`config.mk`:
```
export PLATFORM = sky130hd
export DESIGN_NAME = pi_control_dynamic_quantizer_flat
export DESIGN_NICKNAME = d
export VERILOG_FILES = /design/src/sv/pcdq_pkg.sv /design/src/sv/pcdq_if.sv /design/src/sv/pcdq_cfg.sv /design/src/sv/pcdq_mul.sv /design/src/sv/pi_control_dynamic_quantizer.sv /design/src/flat_wrapper.sv
export SDC_FILE = /design/constraint.sdc
export NUM_CORES = 2
export LEC_CHECK = 0
export BUFFER_PORTS_ARGS = -buffer_cell sky130_fd_sc_hd__buf_2
export CORE_ASPECT_RATIO = 1.2
export CORE_MARGIN = 2
export CORE_UTILIZATION = 40
export DETAILED_ROUTE_END_ITERATION = 16
export HOLD_SLACK_MARGIN = 0.15
export PLACE_DENSITY = 0.59
export SYNTH_ARGS = -nofsm -noshare
export SYNTH_HDL_FRONTEND = slang
export SYNTH_HIERARCHICAL = 1
export SYNTH_SLANG_ARGS = --single-unit
```
`constraint.sdc`:
```
create_clock -name clk -period 14.8 [get_ports clk]
set_input_delay 2.96 -clock clk [delete_from_list [all_inputs] [get_ports clk]]
set_output_delay 2.96 -clock clk [all_outputs]
set_load 0.01 [all_outputs]
```
`src/sv/pcdq_pkg.sv`:
```
// ----------------------------------------------------------------------------
// pcdq_pkg: shared types and constants of the PI controller with quantizer
// Fixed-point formats, shaper coefficients, register map and reset values.
// ----------------------------------------------------------------------------
`default_nettype none

package pcdq_pkg;

  // State word: integrator Q16.(W-16), shaper states Q8.(W-8)
  localparam int STATE_WIDTH = 32;
  localparam int INT_FRAC    = STATE_WIDTH - 16;
  localparam int SH_FRAC     = STATE_WIDTH - 8;
  localparam int COEF_FRAC   = 24;

  // Digit-serial multiplier: parallel magnitude times serial digits
  localparam int MC_W   = STATE_WIDTH;
  localparam int SER_W  = 32;
  localparam int DIG_W  = 8;
  localparam int NDIG   = SER_W / DIG_W;
  localparam int CNT_W  = $clog2(NDIG);
  localparam int PROD_W = MC_W + SER_W;

  // Accumulator and rounded product widths
  localparam int ACC_W  = STATE_WIDTH + 16;
  localparam int RMAG_W = ACC_W - 1;

  // Rescale shifts of the products and of the Q4.12 values
  localparam int SP_SH    = 28 - INT_FRAC;
  localparam int SP_RSH   = (SP_SH > 0) ? SP_SH : 0;
  localparam int SP_LSH   = (SP_SH < 0) ? -SP_SH : 0;
  localparam int PG_RSH   = 16;
  localparam int IG_RSH   = INT_FRAC + 4;
  localparam int COEF_RSH = COEF_FRAC;
  localparam int US_LSH   = SH_FRAC - 12;

  // Shaper coefficients, 24 fraction bits
  localparam logic [SER_W-1:0] COEF_FB_A = 32'd1388019345;
  localparam logic [SER_W-1:0] COEF_FB_B = 32'd52823232;
  localparam logic [SER_W-1:0] COEF_AA   = 32'd15969343;
  localparam logic [SER_W-1:0] COEF_AB   = 32'd607738;
  localparam logic [SER_W-1:0] COEF_AD   = 32'd193024;
  localparam logic [SER_W-1:0] COEF_BA   = 32'd693580;
  localparam logic [SER_W-1:0] COEF_BB   = 32'd9786452;
  localparam logic [SER_W-1:0] COEF_BD   = 32'd6337536;

  // Configuration port
  localparam int CFG_IDX_W  = 2;
  localparam int CFG_DATA_W = 24;

  typedef enum logic [CFG_IDX_W-1:0] {
    REG_PROP_GAIN,
    REG_INTEG_GAIN,
    REG_SAMPLE_PERIOD,
    REG_OUTPUT_LEVEL
  } cfg_idx_t;

  typedef struct packed {
    logic [23:0] prop_gain;
    logic [23:0] integ_gain;
    logic [15:0] sample_period;
    logic [14:0] output_level;
  } cfg_t;

  localparam logic [23:0] PROP_GAIN_RST     = 24'd131072;
  localparam logic [23:0] INTEG_GAIN_RST    = 24'd58982;
  localparam logic [15:0] SAMPLE_PERIOD_RST = 16'd3277;
  localparam logic [14:0] OUTPUT_LEVEL_RST  = 15'd10240;

endpackage

`default_nettype wire

```
`src/sv/pcdq_if.sv`:
```
// ----------------------------------------------------------------------------
// pcdq_if: valid/ready channels of the PI controller with quantizer
// Error sample channel and drive result channel.
// ----------------------------------------------------------------------------
`default_nettype none

interface pcdq_in_if;
  logic               valid;
  logic               ready;
  logic signed [15:0] error_in;

  modport source (output valid, output error_in, input ready);
  modport sink   (input valid, input error_in, output ready);
endinterface

interface pcdq_out_if;
  logic               valid;
  logic               ready;
  logic               drive_positive;
  logic signed [15:0] drive_value;
  logic signed [15:0] command_value;

  modport source (output valid, output drive_positive, output drive_value,
                  output command_value, input ready);
  modport sink   (input valid, input drive_positive, input drive_value,
                  input command_value, output ready);
endinterface

`default_nettype wire

```
`src/sv/pcdq_cfg.sv`:
```
// ----------------------------------------------------------------------------
// pcdq_cfg: configuration registers
// Gains, sample period and output level, written through a plain write port.
// ----------------------------------------------------------------------------
`default_nettype none

module pcdq_cfg import pcdq_pkg::*; (
  input  logic                  clk,
  input  logic                  rst_n,
  input  logic                  cfg_we,
  input  logic [CFG_IDX_W-1:0]  cfg_idx,
  input  logic [CFG_DATA_W-1:0] cfg_wdata,
  output cfg_t                  cfg
);

  cfg_t cfg_r, cfg_nxt;

  // Decode the write
  always_comb begin
    cfg_nxt = cfg_r;
    if (cfg_we) begin
      case (cfg_idx_t'(cfg_idx))
        REG_PROP_GAIN:     cfg_nxt.prop_gain     = cfg_wdata[23:0];
        REG_INTEG_GAIN:    cfg_nxt.integ_gain    = cfg_wdata[23:0];
        REG_SAMPLE_PERIOD: cfg_nxt.sample_period = cfg_wdata[15:0];
        REG_OUTPUT_LEVEL:  cfg_nxt.output_level  = cfg_wdata[14:0];
        default:           cfg_nxt = cfg_r;
      endcase
    end
  end

  always_ff @(posedge clk) begin
    if (!rst_n) begin
      cfg_r.prop_gain     <= PROP_GAIN_RST;
      cfg_r.integ_gain    <= INTEG_GAIN_RST;
      cfg_r.sample_period <= SAMPLE_PERIOD_RST;
      cfg_r.output_level  <= OUTPUT_LEVEL_RST;
    end else begin
      cfg_r <= cfg_nxt;
    end
  end

  assign cfg = cfg_r;

endmodule

`default_nettype wire

```
`src/sv/pcdq_mul.sv`:
```
// ----------------------------------------------------------------------------
// pcdq_mul: digit-serial unsigned multiplier
// Parallel magnitude times a serial operand taken one digit per cycle, LSB
// digit first; low product digits shift out into a register of their own.
// ----------------------------------------------------------------------------
`default_nettype none

module pcdq_mul import pcdq_pkg::*; (
  input  logic              clk,
  input  logic              rst_n,
  input  logic              start,
  input  logic [MC_W-1:0]   mcand,
  input  logic [SER_W-1:0]  mplier,
  output logic              done,
  output logic [PROD_W-1:0] prod
);

  logic                   busy_r, busy_nxt;
  logic                   done_r, done_nxt;
  logic [CNT_W-1:0]       cnt_r, cnt_nxt;
  logic [MC_W-1:0]        mc_r, mc_nxt;
  logic [SER_W-1:0]       ser_r, ser_nxt;
  logic [MC_W-1:0]        hi_r, hi_nxt;
  logic [SER_W-1:0]       lo_r, lo_nxt;
  logic [MC_W+DIG_W-1:0]  part;
  logic [MC_W+DIG_W-1:0]  psum;
  logic                   last;

  assign last = (cnt_r == CNT_W'(NDIG - 1));

  // One digit step: add digit partial product, shift one digit out
  always_comb begin
    part     = (MC_W+DIG_W)'(mc_r) * (MC_W+DIG_W)'(ser_r[DIG_W-1:0]);
    psum     = {{DIG_W{1'b0}}, hi_r} + part;
    busy_nxt = busy_r;
    done_nxt = 1'b0;
    cnt_nxt  = cnt_r;
    mc_nxt   = mc_r;
    ser_nxt  = ser_r;
    hi_nxt   = hi_r;
    lo_nxt   = lo_r;
    if (busy_r) begin
      hi_nxt  = psum[MC_W+DIG_W-1:DIG_W];
      lo_nxt  = {psum[DIG_W-1:0], lo_r[SER_W-1:DIG_W]};
      ser_nxt = ser_r >> DIG_W;
      cnt_nxt = cnt_r + CNT_W'(1);
      if (last) begin
        busy_nxt = 1'b0;
        done_nxt = 1'b1;
      end
    end else if (start) begin
      busy_nxt = 1'b1;
      cnt_nxt  = '0;
      mc_nxt   = mcand;
      ser_nxt  = mplier;
      hi_nxt   = '0;
    end
  end

  // Control
  always_ff @(posedge clk) begin
    if (!rst_n) begin
      busy_r <= 1'b0;
      done_r <= 1'b0;
      cnt_r  <= '0;
    end else begin
      busy_r <= busy_nxt;
      done_r <= done_nxt;
      cnt_r  <= cnt_nxt;
    end
  end

  // Operands and partial product
  always_ff @(posedge clk) begin
    mc_r  <= mc_nxt;
    ser_r <= ser_nxt;
    hi_r  <= hi_nxt;
    lo_r  <= lo_nxt;
  end

  assign done = done_r;
  assign prod = {hi_r, lo_r};

endmodule

`default_nettype wire

```
`src/sv/pi_control_dynamic_quantizer.sv`:
```
// ----------------------------------------------------------------------------
// pi_control_dynamic_quantizer: PI controller with noise-shaping quantizer
// A sequencer runs the PI update and the second-order shaper through one
// shared digit-serial multiplier, then hands the binary drive to the output.
// ----------------------------------------------------------------------------
//   channel  direction  payload                                       handshake
//   in_ch    sink       error_in                                      valid/ready
//   out_ch   source     drive_positive, drive_value, command_value    valid/ready
//   cfg_*    sink       cfg_idx, cfg_wdata                            cfg_we
//
// From its transfer in to the output register, an item passes eleven products
// through the multiplier, each with start, wait on NDIG digit steps, round and
// accumulate, and then five state update steps.
// Ready for the next error sample rises the cycle after the result is loaded.
// Synchronous active-low reset clears integrator, shaper states and control.
// A full, stalled output register holds the sequencer in its last step.
// ----------------------------------------------------------------------------
`default_nettype none

module pi_control_dynamic_quantizer import pcdq_pkg::*; (
  input  logic                  clk,
  input  logic                  rst_n,
  pcdq_in_if.sink               in_ch,
  pcdq_out_if.source            out_ch,
  input  logic                  cfg_we,
  input  logic [CFG_IDX_W-1:0]  cfg_idx,
  input  logic [CFG_DATA_W-1:0] cfg_wdata
);

  typedef enum logic [3:0] {
    S_IDLE, S_MSTART, S_MWAIT, S_RND, S_ACC,
    S_INTEG, S_UCMD, S_SIGN, S_STA, S_STB
  } state_t;

  typedef enum logic [3:0] {
    OP_SP, OP_PG, OP_IG, OP_FBA, OP_FBB,
    OP_AA, OP_AB, OP_AD, OP_BA, OP_BB, OP_BD
  } op_t;

  typedef enum logic [1:0] {RND_SP, RND_PG, RND_IG, RND_COEF} rnd_t;

  localparam logic signed [ACC_W-1:0] SW_HI =
    {{(ACC_W-STATE_WIDTH+1){1'b0}}, {(STATE_WIDTH-1){1'b1}}};
  localparam logic signed [ACC_W-1:0] SW_LO = ~SW_HI;
  localparam logic signed [ACC_W-1:0] Q_HI  = {{(ACC_W-15){1'b0}}, {15{1'b1}}};
  localparam logic signed [ACC_W-1:0] Q_LO  = ~Q_HI;

  localparam logic [PROD_W:0] ONE_P     = {{PROD_W{1'b0}}, 1'b1};
  localparam logic [PROD_W:0] HALF_SP   = (ONE_P << SP_RSH) >> 1;
  localparam logic [PROD_W:0] HALF_PG   = (ONE_P << PG_RSH) >> 1;
  localparam logic [PROD_W:0] HALF_IG   = (ONE_P << IG_RSH) >> 1;
  localparam logic [PROD_W:0] HALF_COEF = (ONE_P << COEF_RSH) >> 1;

  function automatic logic signed [STATE_WIDTH-1:0] sat_sw(
    input logic signed [ACC_W-1:0] x
  );
    logic signed [STATE_WIDTH-1:0] r;
    if (x > SW_HI) begin
      r = SW_HI[STATE_WIDTH-1:0];
    end else if (x < SW_LO) begin
      r = SW_LO[STATE_WIDTH-1:0];
    end else begin
      r = x[STATE_WIDTH-1:0];
    end
    return r;
  endfunction

  function automatic logic signed [15:0] sat_q(input logic signed [ACC_W-1:0] x);
    logic signed [15:0] r;
    if (x > Q_HI) begin
      r = Q_HI[15:0];
    end else if (x < Q_LO) begin
      r = Q_LO[15:0];
    end else begin
      r = x[15:0];
    end
    return r;
  endfunction

  cfg_t cfg;

  state_t state_r, state_nxt;
  op_t    op_r, op_nxt;
  logic   out_valid_r, out_valid_nxt;

  logic signed [STATE_WIDTH-1:0] integ_r, integ_nxt;
  logic signed [STATE_WIDTH-1:0] sa_r, sa_nxt;
  logic signed [STATE_WIDTH-1:0] sb_r, sb_nxt;
  logic signed [STATE_WIDTH-1:0] na_r, na_nxt;
  logic signed [STATE_WIDTH-1:0] d_r, d_nxt;
  logic signed [ACC_W-1:0]       acc_r, acc_nxt;
  logic [RMAG_W-1:0]             rmag_r, rmag_nxt;
  logic signed [15:0]            e_r, e_nxt;
  logic signed [15:0]            u_r, u_nxt;
  logic signed [15:0]            v_r, v_nxt;
  logic                          pos_r, pos_nxt;
  logic                          drv_pos_r, drv_pos_nxt;
  logic signed [15:0]            drv_val_r, drv_val_nxt;
  logic signed [15:0]            cmd_r, cmd_nxt;

  // Operand decode and multiplier hookup
  logic signed [STATE_WIDTH-1:0] mc_s;
  logic [MC_W-1:0]               mc_mag;
  logic [SER_W-1:0]              mp;
  logic                          sub;
  rnd_t                          rsel;
  logic                          mul_start;
  logic                          mul_done;
  logic [PROD_W-1:0]             mul_prod;

  // Rounding and accumulate
  logic [PROD_W:0]         r_pre, r_half, r_sum, r_shf;
  logic                    flip;
  logic signed [ACC_W-1:0] add_term;

  // Step helpers
  logic signed [15:0]            u_sat;
  logic signed [15:0]            v_pos;
  logic signed [15:0]            v_sel;
  logic signed [16:0]            v_m_u;
  logic                          out_free;

  pcdq_cfg u_cfg (
    .clk       (clk),
    .rst_n     (rst_n),
    .cfg_we    (cfg_we),
    .cfg_idx   (cfg_idx),
    .cfg_wdata (cfg_wdata),
    .cfg       (cfg)
  );

  // Select multiplicand, serial operand, rounding and add/subtract per op
  always_comb begin
    mc_s = STATE_WIDTH'(e_r);
    mp   = COEF_AA;
    sub  = 1'b0;
    rsel = RND_COEF;
    case (op_r)
      OP_SP: begin
        mp   = SER_W'(cfg.sample_period);
        rsel = RND_SP;
      end
      OP_PG: begin
        mp   = SER_W'(cfg.prop_gain);
        rsel = RND_PG;
      end
      OP_IG: begin
        mc_s = integ_r;
        mp   = SER_W'(cfg.integ_gain);
        rsel = RND_IG;
      end
      OP_FBA: begin
        mc_s = sa_r;
        mp   = COEF_FB_A;
        sub  = 1'b1;
      end
      OP_FBB: begin
        mc_s = sb_r;
        mp   = COEF_FB_B;
        sub  = 1'b1;
      end
      OP_AA: begin
        mc_s = sa_r;
        mp   = COEF_AA;
      end
      OP_AB: begin
        mc_s = sb_r;
        mp   = COEF_AB;
      end
      OP_AD: begin
        mc_s = d_r;
        mp   = COEF_AD;
      end
      OP_BA: begin
        mc_s = sa_r;
        mp   = COEF_BA;
      end
      OP_BB: begin
        mc_s = sb_r;
        mp   = COEF_BB;
      end
      OP_BD: begin
        mc_s = d_r;
        mp   = COEF_BD;
      end
      default: begin
        mc_s = STATE_WIDTH'(e_r);
        mp   = COEF_AA;
      end
    endcase
    mc_mag = mc_s[STATE_WIDTH-1] ? (~mc_s + 1'b1) : mc_s;
  end

  assign mul_start = (state_r == S_MSTART);

  pcdq_mul u_mul (
    .clk    (clk),
    .rst_n  (rst_n),
    .start  (mul_start),
    .mcand  (mc_mag),
    .mplier (mp),
    .done   (mul_done),
    .prod   (mul_prod)
  );

  // Round the product magnitude to nearest, half away from zero
  always_comb begin
    r_pre  = {1'b0, mul_prod};
    r_half = HALF_COEF;
    case (rsel)
      RND_SP: begin
        r_pre  = {1'b0, mul_prod} << SP_LSH;
        r_half = HALF_SP;
      end
      RND_PG:   r_half = HALF_PG;
      RND_IG:   r_half = HALF_IG;
      RND_COEF: r_half = HALF_COEF;
      default:  r_half = HALF_COEF;
    endcase
    r_sum = r_pre + r_half;
    case (rsel)
      RND_SP:   r_shf = r_sum >> SP_RSH;
      RND_PG:   r_shf = r_sum >> PG_RSH;
      RND_IG:   r_shf = r_sum >> IG_RSH;
      RND_COEF: r_shf = r_sum >> COEF_RSH;
      default:  r_shf = r_sum >> COEF_RSH;
    endcase
  end

  // Signed term: negative multiplicand or feedback subtract flips it
  assign flip     = mc_s[STATE_WIDTH-1] ^ sub;
  assign add_term = flip ? ~$signed({1'b0, rmag_r}) : $signed({1'b0, rmag_r});

  assign u_sat    = sat_q(acc_r);
  assign v_pos    = $signed({1'b0, cfg.output_level});
  assign v_sel    = (acc_r > 0) ? v_pos : -v_pos;
  assign v_m_u    = 17'(v_sel) - 17'(u_r);
  assign out_free = !out_valid_r || out_ch.ready;

  // Sequencer
  always_comb begin
    state_nxt     = state_r;
    op_nxt        = op_r;
    out_valid_nxt = out_valid_r;
    integ_nxt     = integ_r;
    sa_nxt        = sa_r;
    sb_nxt        = sb_r;
    na_nxt        = na_r;
    d_nxt         = d_r;
    acc_nxt       = acc_r;
    rmag_nxt      = rmag_r;
    e_nxt         = e_r;
    u_nxt         = u_r;
    v_nxt         = v_r;
    pos_nxt       = pos_r;
    drv_pos_nxt   = drv_pos_r;
    drv_val_nxt   = drv_val_r;
    cmd_nxt       = cmd_r;

    // Drop the result once transferred
    if (out_ch.ready) begin
      out_valid_nxt = 1'b0;
    end

    case (state_r)
      S_IDLE: begin
        if (in_ch.valid) begin
          e_nxt     = in_ch.error_in;
          acc_nxt   = '0;
          op_nxt    = OP_SP;
          state_nxt = S_MSTART;
        end
      end
      S_MSTART: state_nxt = S_MWAIT;
      S_MWAIT: begin
        if (mul_done) begin
          state_nxt = S_RND;
        end
      end
      S_RND: begin
        rmag_nxt  = r_shf[RMAG_W-1:0];
        state_nxt = S_ACC;
      end
      S_ACC: begin
        acc_nxt = acc_r + add_term + ACC_W'(flip);
        case (op_r)
          OP_SP:   state_nxt = S_INTEG;
          OP_IG:   state_nxt = S_UCMD;
          OP_FBB:  state_nxt = S_SIGN;
          OP_AD:   state_nxt = S_STA;
          OP_BD:   state_nxt = S_STB;
          default: begin
            op_nxt    = op_t'(op_r + 4'd1);
            state_nxt = S_MSTART;
          end
        endcase
      end
      // Integrator takes the rounded error times sample period
      S_INTEG: begin
        integ_nxt = sat_sw(acc_r + ACC_W'(integ_r));
        acc_nxt   = '0;
        op_nxt    = OP_PG;
        state_nxt = S_MSTART;
      end
      // Saturate the command, start the shaper sum from it
      S_UCMD: begin
        u_nxt     = u_sat;
        acc_nxt   = ACC_W'(u_sat) <<< US_LSH;
        op_nxt    = OP_FBA;
        state_nxt = S_MSTART;
      end
      // Pick the drive level from the sign, form the quantization error
      S_SIGN: begin
        pos_nxt   = (acc_r > 0);
        v_nxt     = v_sel;
        d_nxt     = STATE_WIDTH'(v_m_u) <<< US_LSH;
        acc_nxt   = '0;
        op_nxt    = OP_AA;
        state_nxt = S_MSTART;
      end
      S_STA: begin
        na_nxt    = sat_sw(acc_r);
        acc_nxt   = '0;
        op_nxt    = OP_BA;
        state_nxt = S_MSTART;
      end
      // Commit both shaper states together with the result
      S_STB: begin
        if (out_free) begin
          sb_nxt        = sat_sw(acc_r);
          sa_nxt        = na_r;
          drv_pos_nxt   = pos_r;
          drv_val_nxt   = v_r;
          cmd_nxt       = u_r;
          out_valid_nxt = 1'b1;
          state_nxt     = S_IDLE;
        end
      end
      default: state_nxt = S_IDLE;
    endcase
  end

  // State, loop state, working values and result payload
  always_ff @(posedge clk) begin
    if (!rst_n) begin
      state_r     <= S_IDLE;
      op_r        <= OP_SP;
      out_valid_r <= 1'b0;
      integ_r     <= '0;
      sa_r        <= '0;
      sb_r        <= '0;
    end else begin
      state_r     <= state_nxt;
      op_r        <= op_nxt;
      out_valid_r <= out_valid_nxt;
      integ_r     <= integ_nxt;
      sa_r        <= sa_nxt;
      sb_r        <= sb_nxt;
      na_r        <= na_nxt;
      d_r         <= d_nxt;
      acc_r       <= acc_nxt;
      rmag_r      <= rmag_nxt;
      e_r         <= e_nxt;
      u_r         <= u_nxt;
      v_r         <= v_nxt;
      pos_r       <= pos_nxt;
      drv_pos_r   <= drv_pos_nxt;
      drv_val_r   <= drv_val_nxt;
      cmd_r       <= cmd_nxt;
    end
  end

  assign in_ch.ready           = (state_r == S_IDLE);
  assign out_ch.valid          = out_valid_r;
  assign out_ch.drive_positive = drv_pos_r;
  assign out_ch.drive_value    = drv_val_r;
  assign out_ch.command_value  = cmd_r;

endmodule

`default_nettype wire

```
`src/flat_wrapper.sv`:
```
// flat-port wrapper written by rule: the top's interface ports become plain ports
module pi_control_dynamic_quantizer_flat import pcdq_pkg::*;
  (clk, rst_n, cfg_we, cfg_idx, cfg_wdata, in_ch_valid, in_ch_error_in, in_ch_ready, out_ch_valid, out_ch_drive_positive, out_ch_drive_value, out_ch_command_value, out_ch_ready);
  pcdq_in_if in_ch_i ();
  pcdq_out_if out_ch_i ();
  input  logic clk;
  input  logic rst_n;
  input  logic cfg_we;
  input  logic [CFG_IDX_W-1:0] cfg_idx;
  input  logic [CFG_DATA_W-1:0] cfg_wdata;
  input wire logic [$bits(in_ch_i.valid)-1:0] in_ch_valid;
  input wire logic [$bits(in_ch_i.error_in)-1:0] in_ch_error_in;
  output wire logic [$bits(in_ch_i.ready)-1:0] in_ch_ready;
  output wire logic [$bits(out_ch_i.valid)-1:0] out_ch_valid;
  output wire logic [$bits(out_ch_i.drive_positive)-1:0] out_ch_drive_positive;
  output wire logic [$bits(out_ch_i.drive_value)-1:0] out_ch_drive_value;
  output wire logic [$bits(out_ch_i.command_value)-1:0] out_ch_command_value;
  input wire logic [$bits(out_ch_i.ready)-1:0] out_ch_ready;
  assign in_ch_i.valid = in_ch_valid;
  assign in_ch_i.error_in = in_ch_error_in;
  assign in_ch_ready = in_ch_i.ready;
  assign out_ch_valid = out_ch_i.valid;
  assign out_ch_drive_positive = out_ch_i.drive_positive;
  assign out_ch_drive_value = out_ch_i.drive_value;
  assign out_ch_command_value = out_ch_i.command_value;
  assign out_ch_i.ready = out_ch_ready;
  pi_control_dynamic_quantizer u_core (.clk(clk), .rst_n(rst_n), .in_ch(in_ch_i), .out_ch(out_ch_i), .cfg_we(cfg_we), .cfg_idx(cfg_idx), .cfg_wdata(cfg_wdata));
endmodule
```
### Word-level counts from Yosys, hierarchy flattened

Cells that the tools add are included.

* equality and inequality tests: 30
* div/mod/pow operators: 0
* bitwise operators: 4
* reductions and logical operators: 32
* multipliers: 1
* shift operators: 0
* add/subtract/negate cells: 10
* order comparisons: 7
* multiplexer cells: 38

Operators with widths (count)
* one-hot mux 31 bit (10 select lines): 1
* one-hot mux 65 bit (4 select lines): 1
* 2-to-1 mux 32 bit: 6
* one-hot mux 48 bit (4 select lines): 1
* one-hot mux 47 bit (4 select lines): 1
* one-hot mux 32 bit (4 select lines): 1
* > comparator 48 x 32 -> 1 bit, second input constant: 2
* less-than comparator 48 x 32 -> 1 bit, second input constant: 2
* 2-to-1 mux 48 bit: 2
* adder 64 x 65 -> 65 bit: 1
* adder 48 x 1 -> 48 bit: 1
* adder 48 x 32 -> 48 bit: 1
* adder 48 bit: 1
* > comparator 48 x 1 -> 1 bit, second input constant: 1
* > comparator 48 x 16 -> 1 bit, second input constant: 1
* less-than comparator 48 x 16 -> 1 bit, second input constant: 1
* 2-to-1 mux 16 bit: 3
* 2-to-1 mux 24 bit: 2
* inverter 47 -> 48 bit: 1
* adder 32 x 40 -> 40 bit: 1
* multiplier 32 x 8 -> 40 bit: 1
* adder 32 x 1 -> 32 bit, second input constant: 1
* == test 4 x 3 -> 1 bit, second input constant: 8
* inverter 32 bit: 1
* 34 further kinds: 80

* bits in latches: 0
* memory bits (read-only): 0
* RAM bits: 0
* bits of input ports: 47
* memories kept: 0
* logic and storage cells: 152
* register bits after elaboration: 541

### Logic depth before layout (Yosys ltp)

* word-level depth: 8
* mapped depth: 24
* depth with buffers taken out: 21

### By module

The synthesis kept the hierarchy.

Modules (own cells, without submodules)
* pi_control_dynamic_quantizer: times used 1, cells an instance 2669, area each 23901.7 µm²
* pcdq_mul: times used 1, cells an instance 1309, area each 13643.1 µm²
* pcdq_cfg: times used 1, cells an instance 305, area each 3098.0 µm²

### Worst setup path after synthesis

Ideal clock, no wire load.

* path kind: input-to-reg
* from: in rst_n
* to: reg u_core.rmag_r[0] (enable)
* stages on the path: 4
* buffers on the path: 2
* data required time: 14232 ps
* path slack: 6229 ps
* arrival: 8002 ps
* cell sequence: clkbuf_1 -> inv_1 -> clkbuf_1 -> nor4_1

* longest elaborated chain between the ends: 1

Ends and longest elaborated chain
* from (decl): line flat_wrapper.sv:7 `input logic rst_n;`
* AND reduction 2 bit (no line)
* to (signal assigned): line pi_control_dynamic_quantizer.sv:362 `rmag_r <= rmag_nxt;`
* to (decl): line pi_control_dynamic_quantizer.sv:92 `logic [RMAG_W-1:0] rmag_r, rmag_nxt;`

Every way passes these cells.
A chain may end at the register's enable or synchronous reset.

### Worst setup path in the final report

* from: reg u_core.op_r[0]
* to: reg u_core.acc_r[42] (data pin)

* longest elaborated chain between the ends: 8
* elaborated cells between the ends (all ways): 20
* those cells by class: add/sub (2); eq/ne (9); mux (4); bitwise (1); reduce/logical (4)

Ends and longest elaborated chain
* from (decl): line pi_control_dynamic_quantizer.sv:83 `op_t op_r, op_nxt;`
* from (signal assigned): line pi_control_dynamic_quantizer.sv:354 `op_r <= op_nxt;`
* == test 4 x 3 -> 1 bit (tied with other cells): line pi_control_dynamic_quantizer.sv:138 `case (op_r)`
* OR reduction 3 bit (no line) / OR reduction 2 bit (equally long branches)
* one-hot mux 32 bit (4 select lines) / 2-to-1 mux 1 bit (equally long branches): line pi_control_dynamic_quantizer.sv:138
* bitwise XOR 1 bit (*): line pi_control_dynamic_quantizer.sv:231 `assign flip = mc_s[STATE_WIDTH-1] ^ sub;`
* 2-to-1 mux 48 bit: line pi_control_dynamic_quantizer.sv:232 `assign add_term = flip ? ~$signed({1'b0, rmag_r}) : $signed({1'b0, rmag_r});`
* adder 48 bit: line pi_control_dynamic_quantizer.sv:285 `acc_nxt = acc_r + add_term + ACC_W'(flip);`
* adder 48 x 1 -> 48 bit (*): line pi_control_dynamic_quantizer.sv:285
* one-hot mux 48 bit (4 select lines) (*): line pi_control_dynamic_quantizer.sv:265 `case (state_r)`
* net u_core.acc_nxt[42]: line pi_control_dynamic_quantizer.sv:91 `logic signed [ACC_W-1:0] acc_r, acc_nxt;`
* to (signal assigned): line pi_control_dynamic_quantizer.sv:361 `acc_r <= acc_nxt;`
* to (decl): line pi_control_dynamic_quantizer.sv:91

The timed path passes the listed nets; every way through them passes the cells marked *.

==> results.yml <==
status:
  run_status: "completed"
synth:
  yosysWarnings: 6
  syn_area_per_cell_um2: 9.436
  syn_inst: 4272
  syn_area_um2: 40310
setup_path:
  crit_start: "u_core/op_r[0]"
  required_ns: 15.13
  path_max_fanout: 51
  start_kind: "flip-flop"
  timing.rr.start: "u_core/op_r[0]"
  worstPathArrival_ns: 7.96
  crit_type: "reg2reg"
  endpoint_kind: "flip-flop"
clock_network:
  clock_sinks: 531
  htreeDepth: 2
  post-cts-setup-buffers: 0
  clk_pin_slew_worst_paths_ns: 0.06
  numCtsBuffers: 60
  cts_root_buf: "clkbuf_16"
  cts_tree: "built"
  cts_max_path_buffers: 3
  clock_latency_ns: 0.64
  cts_hold_buf: 0
  cts_resized: 0
floorplan:
  std_cell_rows: 127
  start_util_pct: 40.33
  die_w_um: 293.8
  die_area_um2: 103300
  core_um2: 99950
  die_h_um: 351.8
  pin_count: 82
global_route:
  overflow: 0
  grt_first_pass_wirelength_um: 191000
  grt_pass1_vias: 31180
  grt_use_total_pct: 24.03
  grt_max_degree: 71
  antenna_found_initial: 4
sta:
  grt_setup_unrepaired: "no"
  relSlewSlack_pct: 16.92
  fin_crit_ns: 7.630
  skew_ns: 0.02222
  tns_ns: 0
  finalSetupViolations: 0
  hold_viol_final: 0
  setup_slack_ns: 7.170
  min_period_over_period_pct: 51.56
  fmaxAchievable_ghz: 0.1311
  tightestPinTransition_ns: 1.238
  drv_slew: 0
min_path:
  hp-start: "u_core/v_r[15]"
  min_path_type: "reg2reg"
finish:
  final_layout_size_suffix_gt1_share_pct: 8.970
  largest_reg_flops: 79
  finish.utilization_pct: 43.73
  nNetsFinal: 4689
  area_growth_pct: 8.411
flow_run:
  maxCapViolCount: 0
drt:
  vias_per_cell: 5.695
  drc: 0
  wl_per_cell_um: 22.44
  vias: 31800
  first_pass_iters: 8
  routed_wl_um: 125300
  drt.antenna.violating_nets: 0
  first_iter_violations: 2835
power_and_ir_drop:
  power_uw: 11270
  p_leak_uw: 0.01782
  p_per_area_nw_per_um2: 257.9
  ir_drop_mv: 0.8497
placement:
  portBuffers: 81
  place_congestion: 0.9399
  dp_hpwl_um: 95110
  pre_cts_ws_ns: 7.250
[where the power goes]
part / internal (µW) / total [µW] / switching (µW) / leakage (µW)
sequential: 1810 / 1990 / 181 / 0.00468
combinational: 3110 / 7780 / 4670 / 0.0122
clock: 856 / 1500 / 644 / 0.000964
[cells in the final DEF (no fill, tap or decap), types with 47 or more instances in the layout]
| cell type | count |
|---|---|
| ha_1 | 186 |
| dfxtp_1 | 195 |
| nor2_1 | 181 |
| fa_1 | 215 |
| xor2_1 | 82 |
| mux2i_1 | 89 |
| clkbuf_16 | 61 |
| and2_1 | 189 |
| xnor2_1 | 173 |
| edfxtp_1 | 335 |
| a21oi_1 | 315 |
| nand4_1 | 61 |
| nand3_1 | 85 |
| nand2b_1 | 47 |
| inv_1 | 353 |
| nand2_1 | 532 |
| a21o_1 | 116 |
| buf_4 | 53 |
| o21ai_0 | 157 |
| buf_2 | 80 |
[routing by layer]
layer / track usage, % / up-vias / part of all wire (%)
met1: 32.18 / 15820 / 44
met4: 7.726 / 2 / 3.2
met3: 2.269 / 173 / 4.7
met5: 0 / - / 0.010
li1: - / 14940 / -
met2: 40.90 / 866 / 48
[layout make-up]
class	instances	area, µm²
fill	9680	56250
timing repair buffer	133	798.3
multi-input combinational	3156	23990
inverter	359	1348
clock buffer	80	1649
sequential	531	13980
antenna	1	2.502
tap	1290	1614
clock inverter	33	319.1
[worst paths after layout]
| path | depth (start not counted) | slack (ns) | end |
|---|---|---|---|
| setup / recovery | 22 | 7.17 | u_core/acc_r[42] |
| hold / removal | 0 | 0.42 | u_core/out_ch.drive_value[15] |
| setup reg to reg | 22 | 7.17 | u_core/acc_r[42] |
| hold reg to reg | 0 | 0.42 | u_core/out_ch.drive_value[15] |
[metrics by stage]
stage	hold WS (ns)	area, µm²	std cells
global route	0.4213	43700	5582
global placement	0.4021	41730	5469
finish	0.4183	43700	5583
floorplan	0.4003	40320	4275
detailed placement	0.4045	41730	5469
CTS	0.4184	43700	5582
[critical path, stage by stage (launching register included)]
cell and delay (ns):
dfxtp_1 0.37, inv_1 0.10, ha_1 0.70, and3b_1 0.65, a221o_1 0.30, a221oi_4 0.07
a21oi_1 0.92, xnor2_2 0.17, buf_4 0.69, xnor2_1 0.23, inv_1 0.09, fa_1 0.44
nand3b_1 0.20, a21boi_0 0.28, o21ai_0 0.19, a2111o_1 0.51, a21oi_1 0.25, o31ai_1 0.18
o21ai_0 0.31, o31a_1 0.27, a31oi_1 0.13, xnor2_1 0.15, o21ai_0 0.09
Note: power is estimated with default switching activity, not from simulation.
